**config.mk**
```make
export PLATFORM = sky130hd
export DESIGN_NAME = ymodem_receiver
export DESIGN_NICKNAME = d
export VERILOG_FILES = /design/src/rtl/ymr_pkg.sv /design/src/rtl/ymr_core.sv /design/src/rtl/ymr_rsp_fifo.sv /design/src/rtl/ymodem_receiver.sv
export VERILOG_INCLUDE_DIRS = /design/src /design/src/rtl
export SDC_FILE = /design/constraint.sdc
export NUM_CORES = 1
export LEC_CHECK = 0
export BUFFER_PORTS_ARGS = -buffer_cell sky130_fd_sc_hd__buf_2
export CELL_PAD_IN_SITES_DETAIL_PLACEMENT = 1
export CELL_PAD_IN_SITES_GLOBAL_PLACEMENT = 2
export CORE_UTILIZATION = 40
export CTS_BUF_LIST = sky130_fd_sc_hd__clkbuf_4 sky130_fd_sc_hd__clkbuf_8 sky130_fd_sc_hd__clkbuf_16
export DETAILED_ROUTE_END_ITERATION = 8
export PLACE_DENSITY = 0.79
export SLEW_MARGIN = 10
export SYNTH_ARGS = -nofsm -noshare
export SYNTH_HDL_FRONTEND = slang
export SYNTH_SLANG_ARGS = --single-unit
```
**constraint.sdc**
```tcl
create_clock -name clock -period 6.8 [get_ports clock]
set_clock_uncertainty 0.2 [all_clocks]
set_input_delay 1.36 -clock clock [delete_from_list [all_inputs] [get_ports clock]]
set_output_delay 1.36 -clock clock [all_outputs]
set_load 0.1 [all_outputs]
```
**src/rtl/ymodem_receiver_assert.svh**
```systemverilog
// Assertion macros used by the receiver core RTL.
`ifndef YMODEM_RECEIVER_ASSERT_SVH
`define YMODEM_RECEIVER_ASSERT_SVH
`ifndef SYNTHESIS
`define YMR_ASSERT(label, prop) \
   label: assert property (@(posedge clock) disable iff (reset) prop) \
      else $error("ymodem receiver assertion failed");
`define YMR_ASSERT_NEXT(label, cond, prop) \
   label: assert property (@(posedge clock) disable iff (reset) cond |=> prop) \
      else $error("ymodem receiver assertion failed");
`else
`define YMR_ASSERT(label, prop)
`define YMR_ASSERT_NEXT(label, cond, prop)
`endif
`endif

```
**src/rtl/ymr_pkg.sv**
```systemverilog
package ymr_pkg;

   localparam logic [7:0] BYTE_SOH = 8'h01;
   localparam logic [7:0] BYTE_STX = 8'h02;
   localparam logic [7:0] BYTE_EOT = 8'h04;
   localparam logic [7:0] BYTE_ACK = 8'h06;
   localparam logic [7:0] BYTE_NAK = 8'h15;
   localparam logic [7:0] BYTE_CA  = 8'h18;
   localparam logic [7:0] BYTE_C   = 8'h43;

   localparam logic [15:0] CRC_POLY = 16'h1021;

   localparam logic CSR_SIZE_LIMIT  = 1'b0;
   localparam logic CSR_ERROR_LIMIT = 1'b1;

   typedef struct packed {
      logic       cmd;
      logic [7:0] rx_byte;
   } req_type;

   typedef struct packed {
      logic [7:0]  reply_byte;
      logic        last_of_run;
      logic [1:0]  session_status;
      logic [31:0] size_bytes;
      logic        size_known;
   } rsp_type;

   // Up to two result beats produced by one accepted input beat.
   typedef struct packed {
      logic [1:0] count;
      rsp_type    first;
      rsp_type    second;
   } push_type;

   function automatic logic [15:0] crc16_byte(logic [15:0] crc, logic [7:0] b);
      logic [15:0] c;
      c = crc ^ {b, 8'h00};
      for (int k = 0; k < 8; k++) begin
         c = c[15] ? ({c[14:0], 1'b0} ^ CRC_POLY) : {c[14:0], 1'b0};
      end
      return c;
   endfunction

endpackage

```
**src/rtl/ymr_core.sv**
```systemverilog
module ymr_core
   import ymr_pkg::*;
#(
   parameter int SIZE_CHARS_MAX = 11
) (
   input  logic        clock,
   input  logic        reset,
   input  logic        accept,
   input  req_type     req,
   input  logic        csr_write_enable,
   input  logic        csr_index,
   input  logic [31:0] csr_write_data,
   output push_type    push
);

   localparam int IW = $clog2(SIZE_CHARS_MAX + 1);
   localparam logic [10:0] SHORT_LEN = 11'd128;
   localparam logic [10:0] LONG_LEN  = 11'd1024;
   localparam logic [10:0] COUNT_MAX = 11'd2047;

   typedef enum logic [1:0] {
      ST_RUNNING, ST_DONE, ST_ABORTED, ST_OVERSIZE
   } phase_type;

   typedef enum logic [2:0] {
      K_NONE, K_SOH, K_STX, K_EOT, K_CA, K_ABT, K_OTHER
   } kind_type;

   typedef enum logic [2:0] {
      PM_START, PM_DEC, PM_ZERO, PM_HEX, PM_DONE, PM_BAD
   } pm_type;

   typedef enum logic [1:0] {
      HF_NAME, HF_SIZE, HF_REST
   } field_type;

   typedef struct packed {
      pm_type          mode;
      logic [IW-1:0]   idx;
      logic [31:0]     acc;
   } parse_type;

   function automatic parse_type size_feed(parse_type s, logic [7:0] c);
      parse_type  r;
      logic [3:0] d;
      logic       step;
      r    = s;
      d    = 4'd0;
      step = 1'b0;
      if (s.mode != PM_DONE && s.mode != PM_BAD) begin
         if (c == 8'h20 || c == 8'h00) begin
            r.mode = (s.mode == PM_HEX || s.idx < IW'(SIZE_CHARS_MAX)) ? PM_DONE : PM_BAD;
         end else if (s.idx >= IW'(SIZE_CHARS_MAX)) begin
            r.mode = PM_BAD;
         end else if (s.mode == PM_ZERO && (c == "x" || c == "X")) begin
            r.mode = PM_HEX;
            step   = 1'b1;
         end else if (s.mode == PM_HEX) begin
            step = 1'b1;
            if (c >= "0" && c <= "9") begin
               d = 4'(c - "0");
            end else if (c >= "a" && c <= "f") begin
               d = 4'(c - "a" + 8'd10);
            end else if (c >= "A" && c <= "F") begin
               d = 4'(c - "A" + 8'd10);
            end else begin
               r.mode = PM_BAD;
               step   = 1'b0;
            end
            if (step) begin
               r.acc = {s.acc[27:0], d};
            end
         end else if (s.idx != '0 && (c == "k" || c == "K")) begin
            r.acc  = {s.acc[21:0], 10'd0};
            r.mode = PM_DONE;
            step   = 1'b1;
         end else if (s.idx != '0 && (c == "m" || c == "M")) begin
            r.acc  = {s.acc[11:0], 20'd0};
            r.mode = PM_DONE;
            step   = 1'b1;
         end else if (c >= "0" && c <= "9") begin
            r.acc  = {s.acc[28:0], 3'd0} + {s.acc[30:0], 1'b0} + {28'd0, 4'(c - "0")};
            r.mode = (s.idx == '0 && c == "0") ? PM_ZERO : PM_DEC;
            step   = 1'b1;
         end else begin
            r.mode = PM_BAD;
         end
         if (step) begin
            r.idx = s.idx + 1'b1;
         end
      end
      return r;
   endfunction

   logic [31:0] size_limit_ff,  size_limit_in;
   logic [7:0]  error_limit_ff, error_limit_in;
   phase_type   phase_ff,       phase_in;
   logic [10:0] count_ff,       count_in;
   kind_type    kind_ff,        kind_in;
   logic [7:0]  second_ff,      second_in;
   logic [7:0]  block_ff,       block_in;
   logic        comp_ok_ff,     comp_ok_in;
   logic [15:0] crc_ff,         crc_in;
   logic [15:0] crc_rx_ff,      crc_rx_in;
   logic [7:0]  expected_ff,    expected_in;
   logic [7:0]  errors_ff,      errors_in;
   logic        started_ff,     started_in;
   field_type   field_ff,       field_in;
   parse_type   parse_ff,       parse_in;
   logic        empty_ff,       empty_in;
   logic [31:0] size_ff,        size_in;
   logic        size_valid_ff,  size_valid_in;

   logic [1:0]  n_out;
   logic [7:0]  r0, r1;
   logic        clear;
   logic [7:0]  b;
   logic [10:0] plen;
   logic [10:0] pos;
   logic [7:0]  err_next;
   parse_type   fin;
   logic [31:0] fsize;

   always_comb begin
      size_limit_in  = size_limit_ff;
      error_limit_in = error_limit_ff;
      phase_in       = phase_ff;
      count_in       = count_ff;
      kind_in        = kind_ff;
      second_in      = second_ff;
      block_in       = block_ff;
      comp_ok_in     = comp_ok_ff;
      crc_in         = crc_ff;
      crc_rx_in      = crc_rx_ff;
      expected_in    = expected_ff;
      errors_in      = errors_ff;
      started_in     = started_ff;
      field_in       = field_ff;
      parse_in       = parse_ff;
      empty_in       = empty_ff;
      size_in        = size_ff;
      size_valid_in  = size_valid_ff;
      n_out          = 2'd0;
      r0             = 8'd0;
      r1             = 8'd0;
      clear          = 1'b0;
      b              = req.rx_byte;
      plen           = (kind_ff == K_SOH) ? SHORT_LEN : LONG_LEN;
      pos            = count_ff - 11'd3;
      err_next       = (started_ff && errors_ff != 8'hff) ? errors_ff + 8'd1 : errors_ff;
      fin            = size_feed(parse_ff, 8'h00);
      fsize          = (fin.mode == PM_DONE) ? fin.acc : 32'd0;

      if (csr_write_enable) begin
         unique case (csr_index)
            CSR_SIZE_LIMIT:  size_limit_in  = csr_write_data;
            CSR_ERROR_LIMIT: error_limit_in = csr_write_data[7:0];
            default: ;
         endcase
      end

      if (accept && phase_ff == ST_RUNNING) begin
         if (req.cmd) begin
            // Window closed: judge whatever short frame is pending.
            clear = 1'b1;
            if (kind_ff == K_EOT) begin
               errors_in   = 8'd0;
               expected_in = 8'd0;
               r0          = BYTE_ACK;
               n_out       = 2'd1;
            end else if (kind_ff == K_CA && count_ff >= 11'd2 && second_ff == BYTE_CA) begin
               errors_in = 8'd0;
               phase_in  = ST_ABORTED;
               r0        = BYTE_ACK;
               n_out     = 2'd1;
            end else if (kind_ff == K_ABT) begin
               phase_in = ST_ABORTED;
               r0       = BYTE_CA;
               r1       = BYTE_CA;
               n_out    = 2'd2;
            end else begin
               errors_in = err_next;
               if (err_next > error_limit_ff) begin
                  phase_in = ST_ABORTED;
                  r0       = BYTE_CA;
                  r1       = BYTE_CA;
                  n_out    = 2'd2;
               end else begin
                  r0    = BYTE_C;
                  n_out = 2'd1;
               end
            end
         end else if (count_ff == 11'd0) begin
            priority if (b == BYTE_SOH)           kind_in = K_SOH;
            else if (b == BYTE_STX)               kind_in = K_STX;
            else if (b == BYTE_EOT)               kind_in = K_EOT;
            else if (b == BYTE_CA)                kind_in = K_CA;
            else if (b == "A" || b == "a")        kind_in = K_ABT;
            else                                  kind_in = K_OTHER;
            count_in = 11'd1;
         end else if (kind_ff == K_SOH || kind_ff == K_STX) begin
            if (count_ff == 11'd1) begin
               block_in  = b;
               second_in = b;
            end else if (count_ff == 11'd2) begin
               comp_ok_in = (b == ~block_ff);
            end else if (count_ff < plen + 11'd3) begin
               crc_in = crc16_byte(crc_ff, b);
               if (field_ff == HF_NAME) begin
                  if (b == 8'h00) begin
                     if (pos == 11'd0) begin
                        empty_in = 1'b1;
                     end
                     field_in = HF_SIZE;
                  end
               end else if (field_ff == HF_SIZE) begin
                  parse_in = size_feed(parse_ff, b);
                  if (b == 8'h20 || b == 8'h00) begin
                     field_in = HF_REST;
                  end
               end
            end else if (count_ff == plen + 11'd3) begin
               crc_rx_in = {b, 8'h00};
            end else begin
               crc_rx_in = {crc_rx_ff[15:8], b};
            end
            count_in = count_ff + 11'd1;
            if (count_ff + 11'd1 >= plen + 11'd5) begin
               // Last CRC byte: judge the full frame.
               clear = 1'b1;
               if (!comp_ok_ff || crc_ff != {crc_rx_ff[15:8], b}) begin
                  errors_in = err_next;
                  if (err_next > error_limit_ff) begin
                     phase_in = ST_ABORTED;
                     r0       = BYTE_CA;
                     r1       = BYTE_CA;
                     n_out    = 2'd2;
                  end else begin
                     r0    = BYTE_C;
                     n_out = 2'd1;
                  end
               end else begin
                  errors_in = 8'd0;
                  if (block_ff != expected_ff) begin
                     r0    = BYTE_NAK;
                     n_out = 2'd1;
                  end else if (expected_ff == 8'd0) begin
                     if (empty_ff) begin
                        phase_in = ST_DONE;
                        r0       = BYTE_ACK;
                        n_out    = 2'd1;
                     end else begin
                        size_in       = fsize;
                        size_valid_in = 1'b1;
                        expected_in   = expected_ff + 8'd1;
                        started_in    = 1'b1;
                        n_out         = 2'd2;
                        if (fsize > size_limit_ff) begin
                           phase_in = ST_OVERSIZE;
                           r0       = BYTE_CA;
                           r1       = BYTE_CA;
                        end else begin
                           r0 = BYTE_ACK;
                           r1 = BYTE_C;
                        end
                     end
                  end else begin
                     expected_in = expected_ff + 8'd1;
                     started_in  = 1'b1;
                     r0          = BYTE_ACK;
                     n_out       = 2'd1;
                  end
               end
            end
         end else begin
            if (count_ff == 11'd1) begin
               second_in = b;
            end
            if (count_ff < COUNT_MAX) begin
               count_in = count_ff + 11'd1;
            end
         end
      end

      if (clear) begin
         count_in   = 11'd0;
         kind_in    = K_NONE;
         second_in  = 8'd0;
         block_in   = 8'd0;
         comp_ok_in = 1'b0;
         crc_in     = 16'd0;
         crc_rx_in  = 16'd0;
         field_in   = HF_NAME;
         parse_in   = '{mode: PM_START, idx: '0, acc: 32'd0};
         empty_in   = 1'b0;
      end

      push.count                = n_out;
      push.first.reply_byte     = r0;
      push.first.last_of_run    = (n_out == 2'd1);
      push.first.session_status = phase_in;
      push.first.size_bytes     = size_in;
      push.first.size_known     = size_valid_in;
      push.second.reply_byte     = r1;
      push.second.last_of_run    = 1'b1;
      push.second.session_status = phase_in;
      push.second.size_bytes     = size_in;
      push.second.size_known     = size_valid_in;
   end

   always_ff @(posedge clock) begin
      if (reset) begin
         size_limit_ff  <= 32'd98304;
         error_limit_ff <= 8'd5;
         phase_ff       <= ST_RUNNING;
         count_ff       <= 11'd0;
         kind_ff        <= K_NONE;
         second_ff      <= 8'd0;
         block_ff       <= 8'd0;
         comp_ok_ff     <= 1'b0;
         crc_ff         <= 16'd0;
         crc_rx_ff      <= 16'd0;
         expected_ff    <= 8'd0;
         errors_ff      <= 8'd0;
         started_ff     <= 1'b0;
         field_ff       <= HF_NAME;
         parse_ff       <= '{mode: PM_START, idx: '0, acc: 32'd0};
         empty_ff       <= 1'b0;
         size_ff        <= 32'd0;
         size_valid_ff  <= 1'b0;
      end else begin
         size_limit_ff  <= size_limit_in;
         error_limit_ff <= error_limit_in;
         phase_ff       <= phase_in;
         count_ff       <= count_in;
         kind_ff        <= kind_in;
         second_ff      <= second_in;
         block_ff       <= block_in;
         comp_ok_ff     <= comp_ok_in;
         crc_ff         <= crc_in;
         crc_rx_ff      <= crc_rx_in;
         expected_ff    <= expected_in;
         errors_ff      <= errors_in;
         started_ff     <= started_in;
         field_ff       <= field_in;
         parse_ff       <= parse_in;
         empty_ff       <= empty_in;
         size_ff        <= size_in;
         size_valid_ff  <= size_valid_in;
      end
   end

`include "ymodem_receiver_assert.svh"
   `YMR_ASSERT(a_no_reply_after_end, (phase_ff != ST_RUNNING) |-> (push.count == 2'd0))
   `YMR_ASSERT(a_push_count_range, push.count != 2'd3)
   `YMR_ASSERT(a_errors_need_session, (!started_ff) |-> (errors_ff == 8'd0))
   `YMR_ASSERT(a_block_needs_session, (expected_ff != 8'd0) |-> started_ff)

endmodule

```
**src/rtl/ymr_rsp_fifo.sv**
```systemverilog
module ymr_rsp_fifo
   import ymr_pkg::*;
(
   input  logic     clock,
   input  logic     reset,
   input  push_type push,
   input  logic     pop,
   output logic     rsp_valid,
   output rsp_type  rsp_payload,
   output logic     no_room
);

   localparam int DEPTH = 4;
   localparam int AW    = $clog2(DEPTH);
   localparam int CW    = $clog2(DEPTH + 1);

   rsp_type          entries_ff [DEPTH];
   logic [AW-1:0]    wr_ptr_ff, wr_ptr_in;
   logic [AW-1:0]    rd_ptr_ff, rd_ptr_in;
   logic [CW-1:0]    count_ff,  count_in;
   logic [AW-1:0]    wr_next;

   always_comb begin
      wr_next   = wr_ptr_ff + 1'b1;
      wr_ptr_in = wr_ptr_ff + AW'(push.count);
      rd_ptr_in = rd_ptr_ff + AW'(pop);
      count_in  = count_ff + CW'(push.count) - CW'(pop);
   end

   always_ff @(posedge clock) begin
      if (reset) begin
         wr_ptr_ff <= '0;
         rd_ptr_ff <= '0;
         count_ff  <= '0;
      end else begin
         wr_ptr_ff <= wr_ptr_in;
         rd_ptr_ff <= rd_ptr_in;
         count_ff  <= count_in;
      end
   end

   always_ff @(posedge clock) begin
      if (push.count != 2'd0) begin
         entries_ff[wr_ptr_ff] <= push.first;
      end
      if (push.count == 2'd2) begin
         entries_ff[wr_next] <= push.second;
      end
   end

   assign rsp_valid   = (count_ff != '0);
   assign rsp_payload = entries_ff[rd_ptr_ff];
   // Keep room for the two beats one item may produce.
   assign no_room     = (count_ff > CW'(DEPTH - 2));

endmodule

```
**src/rtl/ymodem_receiver.sv**
```systemverilog
// YMODEM receive controller with CRC-16 checking.
// The req_ channel carries one beat per received serial byte (cmd low) or
// per closed receive window (cmd high). The rsp_ channel returns the reply
// bytes to send back: ACK, NAK, 'C' or a pair of CA bytes, each beat also
// carrying the session status, the parsed file size and its known flag.
// An input beat yields zero, one or two beats on rsp_ from the cycle after
// acceptance, one per cycle while rsp_stall is low. Input beats can be
// taken every cycle, limited only by the four-entry queue: req_stall rises
// while fewer than two entries are free, so rsp_stall holds back the input
// side. The csr_ port writes size_limit (index 0) and error_limit (index
// 1); the user must do so only while idle, as the block does not enforce
// it. Synchronous reset returns the session to running, empties the queue
// and restores the limits to 98304 bytes and five errors. Once ended, the
// session accepts beats but gives no replies until reset.
module ymodem_receiver
   import ymr_pkg::*;
#(
   parameter int SIZE_CHARS_MAX = 11
) (
   input  logic        clock,
   input  logic        reset,
   input  logic        req_valid,
   output logic        req_stall,
   input  req_type     req_payload,
   output logic        rsp_valid,
   input  logic        rsp_stall,
   output rsp_type     rsp_payload,
   input  logic        csr_write_enable,
   input  logic        csr_index,
   input  logic [31:0] csr_write_data
);

   push_type push;
   logic     accept;
   logic     no_room;

   assign req_stall = no_room;
   assign accept    = req_valid && !no_room;

   ymr_core #(
      .SIZE_CHARS_MAX(SIZE_CHARS_MAX)
   ) u_core (
      .clock            (clock),
      .reset            (reset),
      .accept           (accept),
      .req              (req_payload),
      .csr_write_enable (csr_write_enable),
      .csr_index        (csr_index),
      .csr_write_data   (csr_write_data),
      .push             (push)
   );

   // The queue decouples reply beats from the input rate.
   ymr_rsp_fifo u_fifo (
      .clock       (clock),
      .reset       (reset),
      .push        (push),
      .pop         (rsp_valid && !rsp_stall),
      .rsp_valid   (rsp_valid),
      .rsp_payload (rsp_payload),
      .no_room     (no_room)
   );

endmodule
```
==> impl_metrics.py <==
metrics = {
    "synthesis": {
        "synth_top_family_by_area": "simple AND/OR/NAND/NOR gates",
        "synth_fa_ha_area_frac": 0.0804,
        "synth.area.top_cells": "edfxtp_1 24%, dfxtp_1 21%, ha_1 7.7%",
        "muxShareOfSynthArea": 0.0699,
        "synth.most_common_cell": "nor2_1",
        "synth-edff-count": 160,
        "syn_area_sq_um": 19900,
        "yosys-top-cells-count": "331 x nor2_1, 233 x nand2_1, 204 x dfxtp_1",
        "ys_types": 84,
        "yosysWarnings": 0,
        "yosys.area_share.simple": 0.183,
        "syn_area_per_cell_sq_um": 9.45,
        "synth_cells": 2104,
        "yosys.area.top_type_share": 0.242,
        "async_flop_share": 0,
        "ys.flop_type": "dfxtp_1",
        "ys_ff_latch": 364,
        "yosys.area_share.xor_xnor": 0.0515,
        "post-synth-top-area-cell": "edfxtp_1",
        "synth-compound-area-share": 0.129,
        "ys_seq_area_frac": 0.447,
    },
    "detailed_routing": {
        "viasPerCell": 5.58,
        "drt-total-wl_um": 58900,
        "drt_iter0_drc": 755,
        "ant_nets": 0,
        "drc": 0,
        "wl_per_cell_um": 20.7,
        "firstDrtPassIters": 5,
        "num_vias": 15900,
    },
    "finish": {
        "final_cells": 2849,
        "nets": 2323,
        "diodes": 0,
        "drive_gt1_frac": 0.121,
        "area_growth_pct": 13.0,
        "final_util": 0.459,
    },
    "die": {
        "start_util": 0.406,
        "rows": 81,
        "dieWidth_um": 225,
        "core-area_sq_um": 49000,
        "num_io_pins": 93,
        "fp.dieH_um": 225,
        "dieArea_sq_um": 50600,
    },
    "placed_design": {
        "hpwl_um": 40500,
        "pre_cts_ws_ns": 1.35,
        "gp_congestion": 0.838,
        "io_buffers": 90,
        "dp_cells": 2768,
    },
    "clocking": {
        "clk_pin_slew_ns": 0.06,
        "clk_latency_ns": 0.58,
        "cts_made_buffers": 44,
        "ctsRootBufferMaster": "clkbuf_16",
        "cts_sinks": 364,
        "cts_buffer_depth": 3,
        "htreeDepth": 2,
        "cts_tree": "built",
        "cts_resized": 0,
        "hold_buffers": 0,
        "cts_setup_buffers": 0,
    },
    "global_routing": {
        "track_usage": 0.236,
        "grt_pass1_wl_um": 92800,
        "grt_max_degree": 88,
        "antenna_found_initial": 0,
        "grt_pass1_vias": 16300,
        "grt.overflow.total": 0,
    },
    "worst_hold_path": {
        "hold_path_end": "u_core.second_ff[3]",
        "min-delay-start": "u_core.second_ff[3]",
        "min_path_type": "reg2reg",
        "min_path_cells": 2,
    },
    "worst_setup_path": {
        "r2r_start": "u_core.count_ff[0]",
        "path_max_fanout": 31,
        "crit_slowest_cell": "and3_2",
        "cp.required_ns": 6.91,
        "reg2reg_depth": 11,
        "cp_top_family": "simple AND/OR/NAND/NOR gates",
        "max_stage_delay_ns": 1.07,
        "path_buf_inv": 0,
        "crit_arrival_ns": 5.46,
        "startpoint_type": "flop",
        "r2r-end": "u_fifo.entries_ff[3][9]",
        "cp_cell_sequence": "ha_1 -> nand3_1 -> nor3_1 -> nand3_1 -> xnor2_1 -> ha_1 -> o211ai_1 -> a41oi_1 -> and3_2 -> mux2i_1 -> nor2_1",
        "rrSetupSlack_ns": 1.45,
        "crit_type": "reg2reg",
        "critPathCaptureType": "flop",
        "worst-path-stages": 11,
    },
    "timing": {
        "report.final.slew_viol_count": 0,
        "slew_headroom": 0.237,
        "period_minus_slack_ns": 5.35,
        "finalHoldViolations": 0,
        "finalSetupTns_ns": 0,
        "fin_ws_ns": 1.45,
        "rsz0062_at_grt": "false",
        "period_share": 0.787,
        "holdWs_ns": 0.249,
        "setup_viol": 0,
        "worstMarginPinSlew_ns": 1.14,
        "fmax_mhz": 187,
    },
    "pwr": {
        "vdd.ir_drop.worst_mv": 0.194,
        "p_leak_uw": 0.00812,
        "power_density_nw_per_um2": 287,
    },
    "run": {
        "max_cap_violations": 0,
    },
    "run_status": {
        "outcome": "finished clean",
    },
}
stage by stage:
step	area, sq um	power (uW)
floorplan	19900	3770
global route	22500	6670
finish	22500	6460
detailed placement	21000	4070
CTS	22500	6530
global placement	21000	4050
tightest hold or removal path, cell delays in order (launching register included):
cell,delay (ns)
dfxtp_1,0.30
nand2_1,0.05
a21oi_1,0.05
logic make-up (layout without fill, tap and decap cells):
| logic type | after synthesis | count (layout) |
|---|---|---|
| simple gates | 808 | 808 |
| compound gates | 407 | 407 |
| flops | 364 | 364 |
| buf+inv | 195 | 275 |
| fa+ha+maj | 126 | 126 |
| xor+xnor | 117 | 117 |
| mux | 86 | 86 |
| other cells | 1 | 2 |
power by group:
part	switching, uW	internal [uW]
clock	966	1480
sequential	72.8	2370
combinational	1220	351
total	2250	4200
routing by layer:
layer / GRT usage / up-vias / share of wire
li1: - / 7580 / -
met4: 0.0652 / 0 / 0.021
met3: 0.0271 / 73 / 0.037
met2: 0.389 / 265 / 0.47
met5: 0 / - / 0
met1: 0.326 / 7966 / 0.48
layout make-up:
cell class                      instances  area (sq um)
Timing Repair Buffer                  118           676
Multi-Input combinational cell       1546         10300
Inverter                               76           285
Clock inverter                         18           224
Fill cell                            5590         26500
Sequential cell                       364          8890
Clock buffer                           63          1290
Tap cell                              664           831
worst max-delay path by stage:
stage | startpoint | end
after floorplan | req_payload[1] | u_fifo.entries_ff[3][0]
after global placement | req_payload[2] | u_fifo.entries_ff[1][32]
after detailed placement | req_payload[2] | u_fifo.entries_ff[2][32]
after CTS | u_core.count_ff[0] | u_fifo.entries_ff[2][32]
after global routing | u_core.count_ff[0] | u_fifo.count_ff[2]
final | u_core.count_ff[0] | u_fifo.entries_ff[3][9]
cells in the final DEF, fill, tap and decap left out, drive strengths merged, types with 32 or more instances in the layout:
cell    count
nand4      32
ha        123
xor2       58
dfxtp     204
mux4       42
edfxtp    160
nand3      45
and2       40
clkbuf     63
inv        77
nor2      332
nand2     233
buf       118
xnor2      59
o21ai      74
mux2i      42
a21oi     157
sequential cells by signal, indices dropped and copies added, names as in the netlist, 8 cells and up:
signal and cells:
u_core.second_ff 8, u_core.errors_ff 8, u_fifo.entries_ff 168, u_core.crc_ff 16, u_core.expected_ff 8, u_core.count_ff 11
u_core.error_limit_ff 8, u_core.size_ff 32, u_core.size_limit_ff 32, u_core.block_ff 8, u_core.crc_rx_ff 8, u_core.parse_ff 39
(Power assumes the default switching activity.)
